## src/hdl/swtd_pkg.sv

```systemverilog
// ----------------------------------------------------------------------------
// swtd_pkg
// Shared types and constants for the sync-word TLV deframer.
// ----------------------------------------------------------------------------
`default_nettype none

package swtd_pkg;

   // parse phases
   localparam logic [1:0] PH_HUNT    = 2'd0;
   localparam logic [1:0] PH_HEADER  = 2'd1;
   localparam logic [1:0] PH_TLV_HDR = 2'd2;
   localparam logic [1:0] PH_PAYLOAD = 2'd3;

   localparam int unsigned SYNC_LEN    = 8;
   localparam int unsigned HEADER_LEN  = 32;
   localparam int unsigned TLV_HDR_LEN = 8;
   localparam int unsigned RECORD_LEN  = 16;

   localparam logic [31:0] OBJECT_TLV_RESET = 32'd6;
   localparam logic [15:0] EMIT_SAT         = 16'hFFFF;

   // sync word, first byte on the wire first
   function automatic logic [7:0] sync_byte(input logic [2:0] idx);
      logic [7:0] b;
      case (idx)
         3'd0:    b = 8'h02;
         3'd1:    b = 8'h01;
         3'd2:    b = 8'h04;
         3'd3:    b = 8'h03;
         3'd4:    b = 8'h06;
         3'd5:    b = 8'h05;
         3'd6:    b = 8'h08;
         3'd7:    b = 8'h07;
         default: b = 8'h00;
      endcase
      return b;
   endfunction

   // one detected object
   typedef struct packed {
      logic [31:0] frame_number;
      logic [15:0] object_index;
      logic [31:0] x_bits;
      logic [31:0] y_bits;
      logic [31:0] z_bits;
      logic [31:0] velocity_bits;
      logic        last_object;
   } obj_type;

   // byte handed from the input register to the parser
   typedef struct packed {
      logic       fire;
      logic [7:0] data;
   } stage_type;

   // parser result for the output register
   typedef struct packed {
      logic    emit;
      obj_type obj;
   } result_type;

endpackage

`default_nettype wire

```

## src/hdl/swtd_if.sv

```systemverilog
// ----------------------------------------------------------------------------
// swtd_if
// Valid/ready channel interfaces for received bytes and object results.
// ----------------------------------------------------------------------------
`default_nettype none

interface swtd_req_if;
   logic       valid;
   logic       ready;
   logic [7:0] rx_byte;

   modport source (output valid, output rx_byte, input ready);
   modport sink   (input valid, input rx_byte, output ready);
endinterface

interface swtd_rsp_if;
   logic        valid;
   logic        ready;
   logic [31:0] frame_number;
   logic [15:0] object_index;
   logic [31:0] x_bits;
   logic [31:0] y_bits;
   logic [31:0] z_bits;
   logic [31:0] velocity_bits;
   logic        last_object;

   modport source (output valid, output frame_number, output object_index,
                   output x_bits, output y_bits, output z_bits,
                   output velocity_bits, output last_object, input ready);
   modport sink   (input valid, input frame_number, input object_index,
                   input x_bits, input y_bits, input z_bits,
                   input velocity_bits, input last_object, output ready);
endinterface

`default_nettype wire

```

## src/hdl/swtd_in_stage.sv

```systemverilog
// ----------------------------------------------------------------------------
// swtd_in_stage
// Input byte register; releases its byte when the result slot is free.
// ----------------------------------------------------------------------------
`default_nettype none

module swtd_in_stage (
   input  wire                 clock,
   input  wire                 reset,
   swtd_req_if.sink            req_chan,
   input  wire                 slot_free,
   output swtd_pkg::stage_type stage
);

   logic       vld_ff, vld_in;
   logic [7:0] data_ff, data_in;
   logic       fire;
   logic       take;

   assign fire           = vld_ff & slot_free;
   assign req_chan.ready = ~vld_ff | fire;
   assign take           = req_chan.valid & req_chan.ready;

   always_comb begin
      vld_in  = vld_ff;
      data_in = data_ff;
      if (take) begin
         vld_in  = 1'b1;
         data_in = req_chan.rx_byte;
      end else if (fire) begin
         vld_in = 1'b0;
      end
   end

   always_ff @(posedge clock) begin
      if (reset) begin
         vld_ff <= 1'b0;
      end else begin
         vld_ff <= vld_in;
      end
      data_ff <= data_in;
   end

   assign stage.fire = fire;
   assign stage.data = data_ff;

endmodule

`default_nettype wire

```

## src/hdl/swtd_parser.sv

```systemverilog
// ----------------------------------------------------------------------------
// swtd_parser
// Sync hunt, frame header, TLV walk and record assembly, one byte per fire.
// ----------------------------------------------------------------------------
`default_nettype none

module swtd_parser (
   input  wire                  clock,
   input  wire                  reset,
   input  swtd_pkg::stage_type  stage,
   input  wire  [31:0]          obj_tlv_type,
   output swtd_pkg::result_type result
);

   logic [1:0]  phase_ff,     phase_in;
   logic [3:0]  sync_prog_ff, sync_prog_in;
   logic [5:0]  byte_pos_ff,  byte_pos_in;
   logic [31:0] word_asm_ff,  word_asm_in;
   logic [31:0] frame_ff,     frame_in;
   logic [31:0] announced_ff, announced_in;
   logic [31:0] tlvs_ff,      tlvs_in;
   logic [31:0] tlv_type_ff,  tlv_type_in;
   logic [31:0] pay_rem_ff,   pay_rem_in;
   logic [15:0] emitted_ff,   emitted_in;
   logic [31:0] rec_ff [3];
   logic [31:0] rec_in [3];

   logic [7:0]  b;
   logic [3:0]  prog_nxt;
   logic [5:0]  pos_inc;
   logic [31:0] tlvs_dec;
   logic [1:0]  phase_done;
   logic [31:0] emitted_ext;
   logic        emit;
   logic        last;

   assign b           = stage.data;
   assign pos_inc     = byte_pos_ff + 6'd1;
   assign tlvs_dec    = tlvs_ff - 32'd1;
   assign phase_done  = (tlvs_dec == 32'd0) ? swtd_pkg::PH_HUNT : swtd_pkg::PH_TLV_HDR;
   assign emitted_ext = {16'd0, emitted_ff};

   always_comb begin
      phase_in     = phase_ff;
      sync_prog_in = sync_prog_ff;
      byte_pos_in  = byte_pos_ff;
      word_asm_in  = {b, word_asm_ff[31:8]};
      frame_in     = frame_ff;
      announced_in = announced_ff;
      tlvs_in      = tlvs_ff;
      tlv_type_in  = tlv_type_ff;
      pay_rem_in   = pay_rem_ff;
      emitted_in   = emitted_ff;
      rec_in       = rec_ff;
      prog_nxt     = 4'd0;
      emit         = 1'b0;
      last         = 1'b0;

      case (phase_ff)
         swtd_pkg::PH_HUNT: begin
            word_asm_in = word_asm_ff;   // hunting does not shift bytes in
            if (b == swtd_pkg::sync_byte(sync_prog_ff[2:0])) begin
               prog_nxt = sync_prog_ff + 4'd1;
            end else begin
               prog_nxt = {3'd0, (b == swtd_pkg::sync_byte(3'd0))};
            end
            if (prog_nxt >= 4'(swtd_pkg::SYNC_LEN)) begin
               sync_prog_in = 4'd0;
               byte_pos_in  = 6'd0;
               phase_in     = swtd_pkg::PH_HEADER;
            end else begin
               sync_prog_in = prog_nxt;
            end
         end

         swtd_pkg::PH_HEADER: begin
            // word 3 frame number, word 5 object count, word 6 TLV count
            if (byte_pos_ff[1:0] == 2'd3) begin
               case (byte_pos_ff[4:2])
                  3'd3:    frame_in     = word_asm_in;
                  3'd5:    announced_in = word_asm_in;
                  3'd6:    tlvs_in      = word_asm_in;
                  default: ;
               endcase
            end
            byte_pos_in = pos_inc;
            if (pos_inc >= 6'(swtd_pkg::HEADER_LEN)) begin
               byte_pos_in = 6'd0;
               phase_in    = (tlvs_in == 32'd0) ? swtd_pkg::PH_HUNT : swtd_pkg::PH_TLV_HDR;
            end
         end

         swtd_pkg::PH_TLV_HDR: begin
            if (byte_pos_ff == 6'd3) begin
               tlv_type_in = word_asm_in;
            end else if (byte_pos_ff == 6'd7) begin
               // length includes the 8-byte TLV header
               pay_rem_in = (word_asm_in < 32'(swtd_pkg::TLV_HDR_LEN)) ? 32'd0 :
                            word_asm_in - 32'(swtd_pkg::TLV_HDR_LEN);
            end
            byte_pos_in = pos_inc;
            if (pos_inc >= 6'(swtd_pkg::TLV_HDR_LEN)) begin
               byte_pos_in = 6'd0;
               emitted_in  = 16'd0;
               if (pay_rem_in == 32'd0) begin
                  tlvs_in      = tlvs_dec;
                  phase_in     = phase_done;
                  sync_prog_in = 4'd0;
               end else begin
                  phase_in = swtd_pkg::PH_PAYLOAD;
               end
            end
         end

         swtd_pkg::PH_PAYLOAD: begin
            pay_rem_in = pay_rem_ff - 32'd1;
            if (byte_pos_ff[1:0] == 2'd3 && byte_pos_ff[3:2] != 2'd3) begin
               rec_in[byte_pos_ff[3:2]] = word_asm_in;
            end
            byte_pos_in = {2'd0, pos_inc[3:0]};
            // record complete on its 16th byte
            if (byte_pos_ff[3:0] == 4'hF && tlv_type_ff == obj_tlv_type &&
                emitted_ext < announced_ff) begin
               emit = 1'b1;
               last = (pay_rem_in < 32'(swtd_pkg::RECORD_LEN)) ||
                      (emitted_ff != swtd_pkg::EMIT_SAT &&
                       emitted_ext + 32'd1 >= announced_ff);
               if (emitted_ff != swtd_pkg::EMIT_SAT) begin
                  emitted_in = emitted_ff + 16'd1;
               end
            end
            if (pay_rem_in == 32'd0) begin
               tlvs_in      = tlvs_dec;
               byte_pos_in  = 6'd0;
               phase_in     = phase_done;
               sync_prog_in = 4'd0;
            end
         end

         default: ;
      endcase
   end

   always_ff @(posedge clock) begin
      if (reset) begin
         phase_ff     <= swtd_pkg::PH_HUNT;
         sync_prog_ff <= 4'd0;
         byte_pos_ff  <= 6'd0;
         word_asm_ff  <= 32'd0;
         frame_ff     <= 32'd0;
         announced_ff <= 32'd0;
         tlvs_ff      <= 32'd0;
         tlv_type_ff  <= 32'd0;
         pay_rem_ff   <= 32'd0;
         emitted_ff   <= 16'd0;
      end else if (stage.fire) begin
         phase_ff     <= phase_in;
         sync_prog_ff <= sync_prog_in;
         byte_pos_ff  <= byte_pos_in;
         word_asm_ff  <= word_asm_in;
         frame_ff     <= frame_in;
         announced_ff <= announced_in;
         tlvs_ff      <= tlvs_in;
         tlv_type_ff  <= tlv_type_in;
         pay_rem_ff   <= pay_rem_in;
         emitted_ff   <= emitted_in;
      end
      if (stage.fire) begin
         rec_ff <= rec_in;
      end
   end

   assign result.emit              = stage.fire & emit;
   assign result.obj.frame_number  = frame_ff;
   assign result.obj.object_index  = emitted_ff;
   assign result.obj.x_bits        = rec_ff[0];
   assign result.obj.y_bits        = rec_ff[1];
   assign result.obj.z_bits        = rec_in[2];
   assign result.obj.velocity_bits = word_asm_in;
   assign result.obj.last_object   = last;

endmodule

`default_nettype wire

```

## src/hdl/swtd_out_reg.sv

```systemverilog
// ----------------------------------------------------------------------------
// swtd_out_reg
// Result register driving the response channel.
// ----------------------------------------------------------------------------
`default_nettype none

module swtd_out_reg (
   input  wire                  clock,
   input  wire                  reset,
   input  swtd_pkg::result_type result,
   input  wire                  fire,
   output logic                 slot_free,
   swtd_rsp_if.source           rsp_chan
);

   logic              vld_ff, vld_in;
   swtd_pkg::obj_type obj_ff, obj_in;

   assign slot_free = ~vld_ff | rsp_chan.ready;

   always_comb begin
      vld_in = vld_ff;
      obj_in = obj_ff;
      if (fire) begin
         vld_in = result.emit;
         obj_in = result.obj;
      end else if (rsp_chan.ready) begin
         vld_in = 1'b0;
      end
   end

   always_ff @(posedge clock) begin
      if (reset) begin
         vld_ff <= 1'b0;
      end else begin
         vld_ff <= vld_in;
      end
      obj_ff <= obj_in;
   end

   assign rsp_chan.valid         = vld_ff;
   assign rsp_chan.frame_number  = obj_ff.frame_number;
   assign rsp_chan.object_index  = obj_ff.object_index;
   assign rsp_chan.x_bits        = obj_ff.x_bits;
   assign rsp_chan.y_bits        = obj_ff.y_bits;
   assign rsp_chan.z_bits        = obj_ff.z_bits;
   assign rsp_chan.velocity_bits = obj_ff.velocity_bits;
   assign rsp_chan.last_object   = obj_ff.last_object;

endmodule

`default_nettype wire

```

## src/hdl/sync_word_tlv_deframer.sv

```systemverilog
// ----------------------------------------------------------------------------
// sync_word_tlv_deframer
// Byte-stream deframer: sync hunt, frame header, TLV walk, object records.
// ----------------------------------------------------------------------------
// Takes one received byte per transfer and sustains one byte per clock while
// rsp is not stalled. Each byte is registered at its transfer and parsed
// between the input register and the result register, which holds the
// object of each 16-byte record for rsp. The block hunts for the sync
// word 02 01 04 03 06 05 08 07, reads the 32-byte little-endian frame header
// (frame number, object count, TLV count), then walks the TLVs. In each TLV
// whose type matches csr_wr_data as last written (reset 6), every complete
// record gives one object transfer carrying raw x/y/z/velocity words; at most
// the announced count is emitted per TLV, last_object flags the final one. The
// req side only stalls while a result waits on a stalled rsp side. Write the
// CSR only while no byte is in flight.
// ----------------------------------------------------------------------------
`default_nettype none

module sync_word_tlv_deframer (
   input  wire         clock,
   input  wire         reset,
   swtd_req_if.sink    req_chan,
   swtd_rsp_if.source  rsp_chan,
   input  wire         csr_wr_en,
   input  wire  [31:0] csr_wr_data
);

   logic [31:0]          obj_type_ff, obj_type_in;
   swtd_pkg::stage_type  stage;
   swtd_pkg::result_type result;
   logic                 slot_free;

   // object TLV type register; the parser sees a write once it is registered
   assign obj_type_in = csr_wr_en ? csr_wr_data : obj_type_ff;

   always_ff @(posedge clock) begin
      if (reset) begin
         obj_type_ff <= swtd_pkg::OBJECT_TLV_RESET;
      end else begin
         obj_type_ff <= obj_type_in;
      end
   end

   // input register: one byte, released when the result slot is free
   swtd_in_stage u_in_stage (
      .clock     (clock),
      .reset     (reset),
      .req_chan  (req_chan),
      .slot_free (slot_free),
      .stage     (stage)
   );

   // frame walk and record assembly
   swtd_parser u_parser (
      .clock        (clock),
      .reset        (reset),
      .stage        (stage),
      .obj_tlv_type (obj_type_ff),
      .result       (result)
   );

   // result register toward the consumer
   swtd_out_reg u_out_reg (
      .clock     (clock),
      .reset     (reset),
      .result    (result),
      .fire      (stage.fire),
      .slot_free (slot_free),
      .rsp_chan  (rsp_chan)
   );

endmodule

`default_nettype wire

```

## src/flat_wrapper.sv

```systemverilog
// flat-port wrapper written by rule: the top's interface ports become plain ports
module sync_word_tlv_deframer_flat 
  (clock, reset, csr_wr_en, csr_wr_data, req_chan_valid, req_chan_rx_byte, req_chan_ready, rsp_chan_valid, rsp_chan_frame_number, rsp_chan_object_index, rsp_chan_x_bits, rsp_chan_y_bits, rsp_chan_z_bits, rsp_chan_velocity_bits, rsp_chan_last_object, rsp_chan_ready);
  swtd_req_if req_chan_i ();
  swtd_rsp_if rsp_chan_i ();
  input  wire clock;
  input  wire reset;
  input  wire csr_wr_en;
  input  wire  [31:0] csr_wr_data;
  input wire logic [$bits(req_chan_i.valid)-1:0] req_chan_valid;
  input wire logic [$bits(req_chan_i.rx_byte)-1:0] req_chan_rx_byte;
  output wire logic [$bits(req_chan_i.ready)-1:0] req_chan_ready;
  output wire logic [$bits(rsp_chan_i.valid)-1:0] rsp_chan_valid;
  output wire logic [$bits(rsp_chan_i.frame_number)-1:0] rsp_chan_frame_number;
  output wire logic [$bits(rsp_chan_i.object_index)-1:0] rsp_chan_object_index;
  output wire logic [$bits(rsp_chan_i.x_bits)-1:0] rsp_chan_x_bits;
  output wire logic [$bits(rsp_chan_i.y_bits)-1:0] rsp_chan_y_bits;
  output wire logic [$bits(rsp_chan_i.z_bits)-1:0] rsp_chan_z_bits;
  output wire logic [$bits(rsp_chan_i.velocity_bits)-1:0] rsp_chan_velocity_bits;
  output wire logic [$bits(rsp_chan_i.last_object)-1:0] rsp_chan_last_object;
  input wire logic [$bits(rsp_chan_i.ready)-1:0] rsp_chan_ready;
  assign req_chan_i.valid = req_chan_valid;
  assign req_chan_i.rx_byte = req_chan_rx_byte;
  assign req_chan_ready = req_chan_i.ready;
  assign rsp_chan_valid = rsp_chan_i.valid;
  assign rsp_chan_frame_number = rsp_chan_i.frame_number;
  assign rsp_chan_object_index = rsp_chan_i.object_index;
  assign rsp_chan_x_bits = rsp_chan_i.x_bits;
  assign rsp_chan_y_bits = rsp_chan_i.y_bits;
  assign rsp_chan_z_bits = rsp_chan_i.z_bits;
  assign rsp_chan_velocity_bits = rsp_chan_i.velocity_bits;
  assign rsp_chan_last_object = rsp_chan_i.last_object;
  assign rsp_chan_i.ready = rsp_chan_ready;
  sync_word_tlv_deframer u_core (.clock(clock), .reset(reset), .req_chan(req_chan_i), .rsp_chan(rsp_chan_i), .csr_wr_en(csr_wr_en), .csr_wr_data(csr_wr_data));
endmodule
```

## config.mk

```make
export PLATFORM = sky130hd
export DESIGN_NAME = sync_word_tlv_deframer_flat
export DESIGN_NICKNAME = d
export VERILOG_FILES = /design/src/hdl/swtd_pkg.sv /design/src/hdl/swtd_if.sv /design/src/hdl/swtd_in_stage.sv /design/src/hdl/swtd_parser.sv /design/src/hdl/swtd_out_reg.sv /design/src/hdl/sync_word_tlv_deframer.sv /design/src/flat_wrapper.sv
export SDC_FILE = /design/constraint.sdc
export NUM_CORES = 1
export LEC_CHECK = 0
export BUFFER_PORTS_ARGS = -buffer_cell sky130_fd_sc_hd__buf_4
export CORE_UTILIZATION = 55
export DETAILED_ROUTE_END_ITERATION = 16
export PLACE_DENSITY_LB_ADDON = 0.15
export SYNTH_ARGS = -nofsm -noshare
export SYNTH_HDL_FRONTEND = slang
export SYNTH_HIERARCHICAL = 1
export SYNTH_SLANG_ARGS = --single-unit
```

## constraint.sdc

```tcl
create_clock -name clock -period 8.3 [get_ports clock]
set_input_delay 1.66 -clock clock [delete_from_list [all_inputs] [get_ports clock]]
set_output_delay 1.66 -clock clock [all_outputs]
set_load 0.01 [all_outputs]
```

==> impl_metrics.env <==
export IMPL_wirelength_mm=72.1
export IMPL_antenna_left=0
export IMPL_grt_use_met1_pct=42.5
export IMPL_chipHeight_um=214
export IMPL_antenna_found_initial=1
export IMPL_timing_hold_worst_class="reg -> reg"
export IMPL_detailedPlacementHpwl_mm=46.4
export IMPL_grt_ovfl_total=0
export IMPL_tightestPinTransition_ns=1.32
export IMPL_synth_enable_flop_cells=281
export IMPL_cts_made_buffers=53
export IMPL_drtPass1Iterations=6
export IMPL_synth_net_count=2478
export IMPL_run_status="finished clean"
export IMPL_final_min_period_over_clock_period_pct=63.3
export IMPL_worstReg2RegStart="u_core/u_parser/word_asm_ff[22]"
export IMPL_worst_skew_pair_late_latency_ns=0.61
export IMPL_grt_use_total_pct=31.2
export IMPL_slew_limit_headroom_pct=12.1
export IMPL_setup_total_negative_slack_ns=0
export IMPL_leakagePower_nw=10.7
export IMPL_critical_path_start_end_classification="reg -> reg"
export IMPL_synth_xor_xnor_area_share_pct=3.02
export IMPL_critPathArrivalTime_ns=5.80
export IMPL_grt_util_met3_pct=6.27
export IMPL_timing_critical_path_required_ns=8.84
export IMPL_synth_async_sr_flop_share_pct=0
export IMPL_timing_clock_skew_ns=0.0291
export IMPL_synth_yosys_warnings=6
export IMPL_critical_path_reg2reg_endpoint="u_core/u_parser/tlvs_ff[23]"
export IMPL_synthesis_to_layout_area_growth_pct=13.3
export IMPL_globalRouteMet2Util_pct=48.3
export IMPL_count_of_non_filler_cells_in_the_finished_layout=3122
export IMPL_drc=0
export IMPL_synth_top_family_by_area="simple AND/OR/NAND/NOR gates"
export IMPL_drive_above_1_share_pct=18.9
export IMPL_cts_resized_gates=0
export IMPL_vias=19200
export IMPL_ant_diodes=0
export IMPL_synth_yosys_seq_area_share_pct=55.3
export IMPL_synth_avg_cell_area_um2=10.3
export IMPL_initial_core_utilization_pct=55.7
export IMPL_timing_hold_violations_final=0
export IMPL_fin_max_slew_vios=0
export IMPL_final_net_count=2573
export IMPL_cts_sink_count=539
export IMPL_cts_hold_buffers=0
export IMPL_period_needed_ns=5.26
export IMPL_rsz_0062_raised_after_global_routing="false"
export IMPL_nature_of_the_critical_path_startpoint="flop"
export IMPL_via_per_inst=6.14
export IMPL_placed_insts=3023
export IMPL_max_cap_viol_count=0
export IMPL_tritoncts_clock_tree="built"
export IMPL_drt_initial_drc_count=2157
export IMPL_cells_after_synthesis=2391
export IMPL_cts_htree_levels=2
export IMPL_synth_fa_ha_area_share_pct=2.13
export IMPL_crit_path_end_kind="flop"
export IMPL_gp_congestion=0.977
export IMPL_pin_count=224
export IMPL_post_synth_and_or_nand_nor_area_fraction_pct=16.5
export IMPL_cts_max_path_buffers=3
export IMPL_power_density_mw_per_mm2=189
export IMPL_detail_route_wl_per_cell_um=23.1
export IMPL_die_area_mm2=0.0456
export IMPL_synthDistinctLibCells=87
export IMPL_synth_compound_area_share_pct=12.9
export IMPL_max_freq_ghz=0.190
export IMPL_layout_cells_most_common_list="360 x sky130_fd_sc_hd__nand2_1, 281 x sky130_fd_sc_hd__edfxtp_1, 271 x sky130_fd_sc_hd__buf_4"
export IMPL_proportion_of_synthesized_area_in_mux_cells_pct=4.46
export IMPL_layout_core_utilization_pct=63.1
export IMPL_timing_critical_path_fanout_max=36
export IMPL_die_w_um=214
export IMPL_finalWorstSetupSlack_ns=3.04
export IMPL_report_final_setup_viol=0
export IMPL_grt_pass1_wl_mm=107
export IMPL_dp_slack_ns=3.13
export IMPL_grt_most_used_layer="met2"
export IMPL_worst_setup_path_endpoint="u_core/u_parser/tlvs_ff[23]"
export IMPL_synth_ff_latch_count=539
export IMPL_clock_tree_root_cell="sky130_fd_sc_hd__clkbuf_16"
export IMPL_synthFlopType="sky130_fd_sc_hd__edfxtp_1"
export IMPL_port_buffer_count=223
export IMPL_r2r_slack_ns=3.04
export IMPL_max_vdd_ir_drop_v=0.000172
export IMPL_cts_post_setup_buffers_inserted=0
export IMPL_vias_in_the_first_global_route=17800
export IMPL_largest_reg_flops=64
export IMPL_timing_reg2reg_worst_path_depth=11
export IMPL_cp_startpoint="u_core/u_parser/word_asm_ff[22]"
export IMPL_placeableCoreArea_mm2=0.0442
export IMPL_layout_commonest_cell="sky130_fd_sc_hd__nand2_1"
export IMPL_cts_clk_slew_worst_paths_ns=0.06
export IMPL_final_hold_worst_slack_ns=0.408
export IMPL_post_synth_instance_area_mm2=0.0246
export IMPL_num_rows=77
export IMPL_grt_max_degree=150
## synthesized netlist by cell type, types with 44 or more instances
| library cell | count | share of area (%) |
|---|---|---|
| sky130_fd_sc_hd__o21ai_0 | 75 | 1.5 |
| sky130_fd_sc_hd__buf_4 | 70 | 2.1 |
| sky130_fd_sc_hd__nor4_1 | 47 | 1.2 |
| sky130_fd_sc_hd__dfxtp_1 | 258 | 21 |
| sky130_fd_sc_hd__inv_1 | 44 | 0.67 |
| sky130_fd_sc_hd__nor2_1 | 139 | 2.1 |
| sky130_fd_sc_hd__nand2_1 | 360 | 5.5 |
| sky130_fd_sc_hd__xnor2_1 | 47 | 1.7 |
| sky130_fd_sc_hd__mux2_2 | 62 | 2.8 |
| sky130_fd_sc_hd__nor3_1 | 67 | 1.4 |
| sky130_fd_sc_hd__a21oi_1 | 226 | 4.6 |
| sky130_fd_sc_hd__edfxtp_1 | 281 | 34 |
| sky130_fd_sc_hd__clkbuf_1 | 147 | 2.2 |
## area by class of cell
class / instances / area [um^2]
Timing Repair Buffer: 273 / 2070
Clock inverter: 27 / 200
Sequential cell: 539 / 13600
Fill cell: 3558 / 16300
Multi-Input combinational cell: 1573 / 9670
Tap cell: 592 / 741
Inverter: 46 / 173
Clock buffer: 72 / 1440
## per-layer routing
metal  wire [um]  share of wire (%)
met2       32600                 45
met1       30000                 42
met4        2990                4.1
met5           0                  0
met3        6540                9.1
## logic make-up after synthesis
kind of cell	count (synthesis)
xor gates and xnor gates	85
and+or+nand+nor	843
AOI/OAI and AO/OA	501
DFF	539
buffers and inverters	279
adders and majority gates	42
muxes	102
## report_power, final
| part | internal (mW) | switching [mW] |
|---|---|---|
| Clock | 1.28 | 1.01 |
| Sequential | 2.81 | 0.00959 |
| Combinational | 0.0448 | 0.109 |
## critical path: stages, from the launching register on
cell                      delay [ns]
sky130_fd_sc_hd__dfxtp_1        0.30
sky130_fd_sc_hd__buf_4          0.23
sky130_fd_sc_hd__nor3_1         0.67
sky130_fd_sc_hd__nand4_1        0.65
sky130_fd_sc_hd__or4_1          0.68
sky130_fd_sc_hd__xor2_1         0.19
sky130_fd_sc_hd__a21oi_1        0.10
sky130_fd_sc_hd__nor4_1         0.45
sky130_fd_sc_hd__nand4_1        0.33
sky130_fd_sc_hd__a21oi_4        0.87
sky130_fd_sc_hd__and2_1         0.46
sky130_fd_sc_hd__o221a_2        0.24
## how the worst min path moves through the flow
stage	from	to	slack (ns)	depth (start not counted)
after floorplan	u_core/u_parser/frame_ff[0]	u_core/u_out_reg/rsp_chan.frame_number[0]	0.41	0
after global placement	u_core/u_parser/result[109]	u_core/u_out_reg/rsp_chan.x_bits[12]	0.40	0
after detailed placement	u_core/u_parser/result[112]	u_core/u_out_reg/rsp_chan.x_bits[15]	0.40	0
after CTS	u_core/u_parser/result[72]	u_core/u_out_reg/rsp_chan.y_bits[7]	0.41	0
after global routing	u_core/u_parser/result[67]	u_core/u_out_reg/rsp_chan.y_bits[2]	0.42	0
final	u_core/u_parser/result[72]	u_core/u_out_reg/rsp_chan.y_bits[7]	0.41	0
## stage by stage
step | power, mW | area, um^2
after floorplan | 2.96 | 24600
after global placement | 3.02 | 26300
after detailed placement | 3.02 | 26300
after CTS | 5.29 | 27900
after global routing | 5.41 | 27900
final | 5.26 | 27900
No activity file was read; power rests on OpenSTA's default activity.
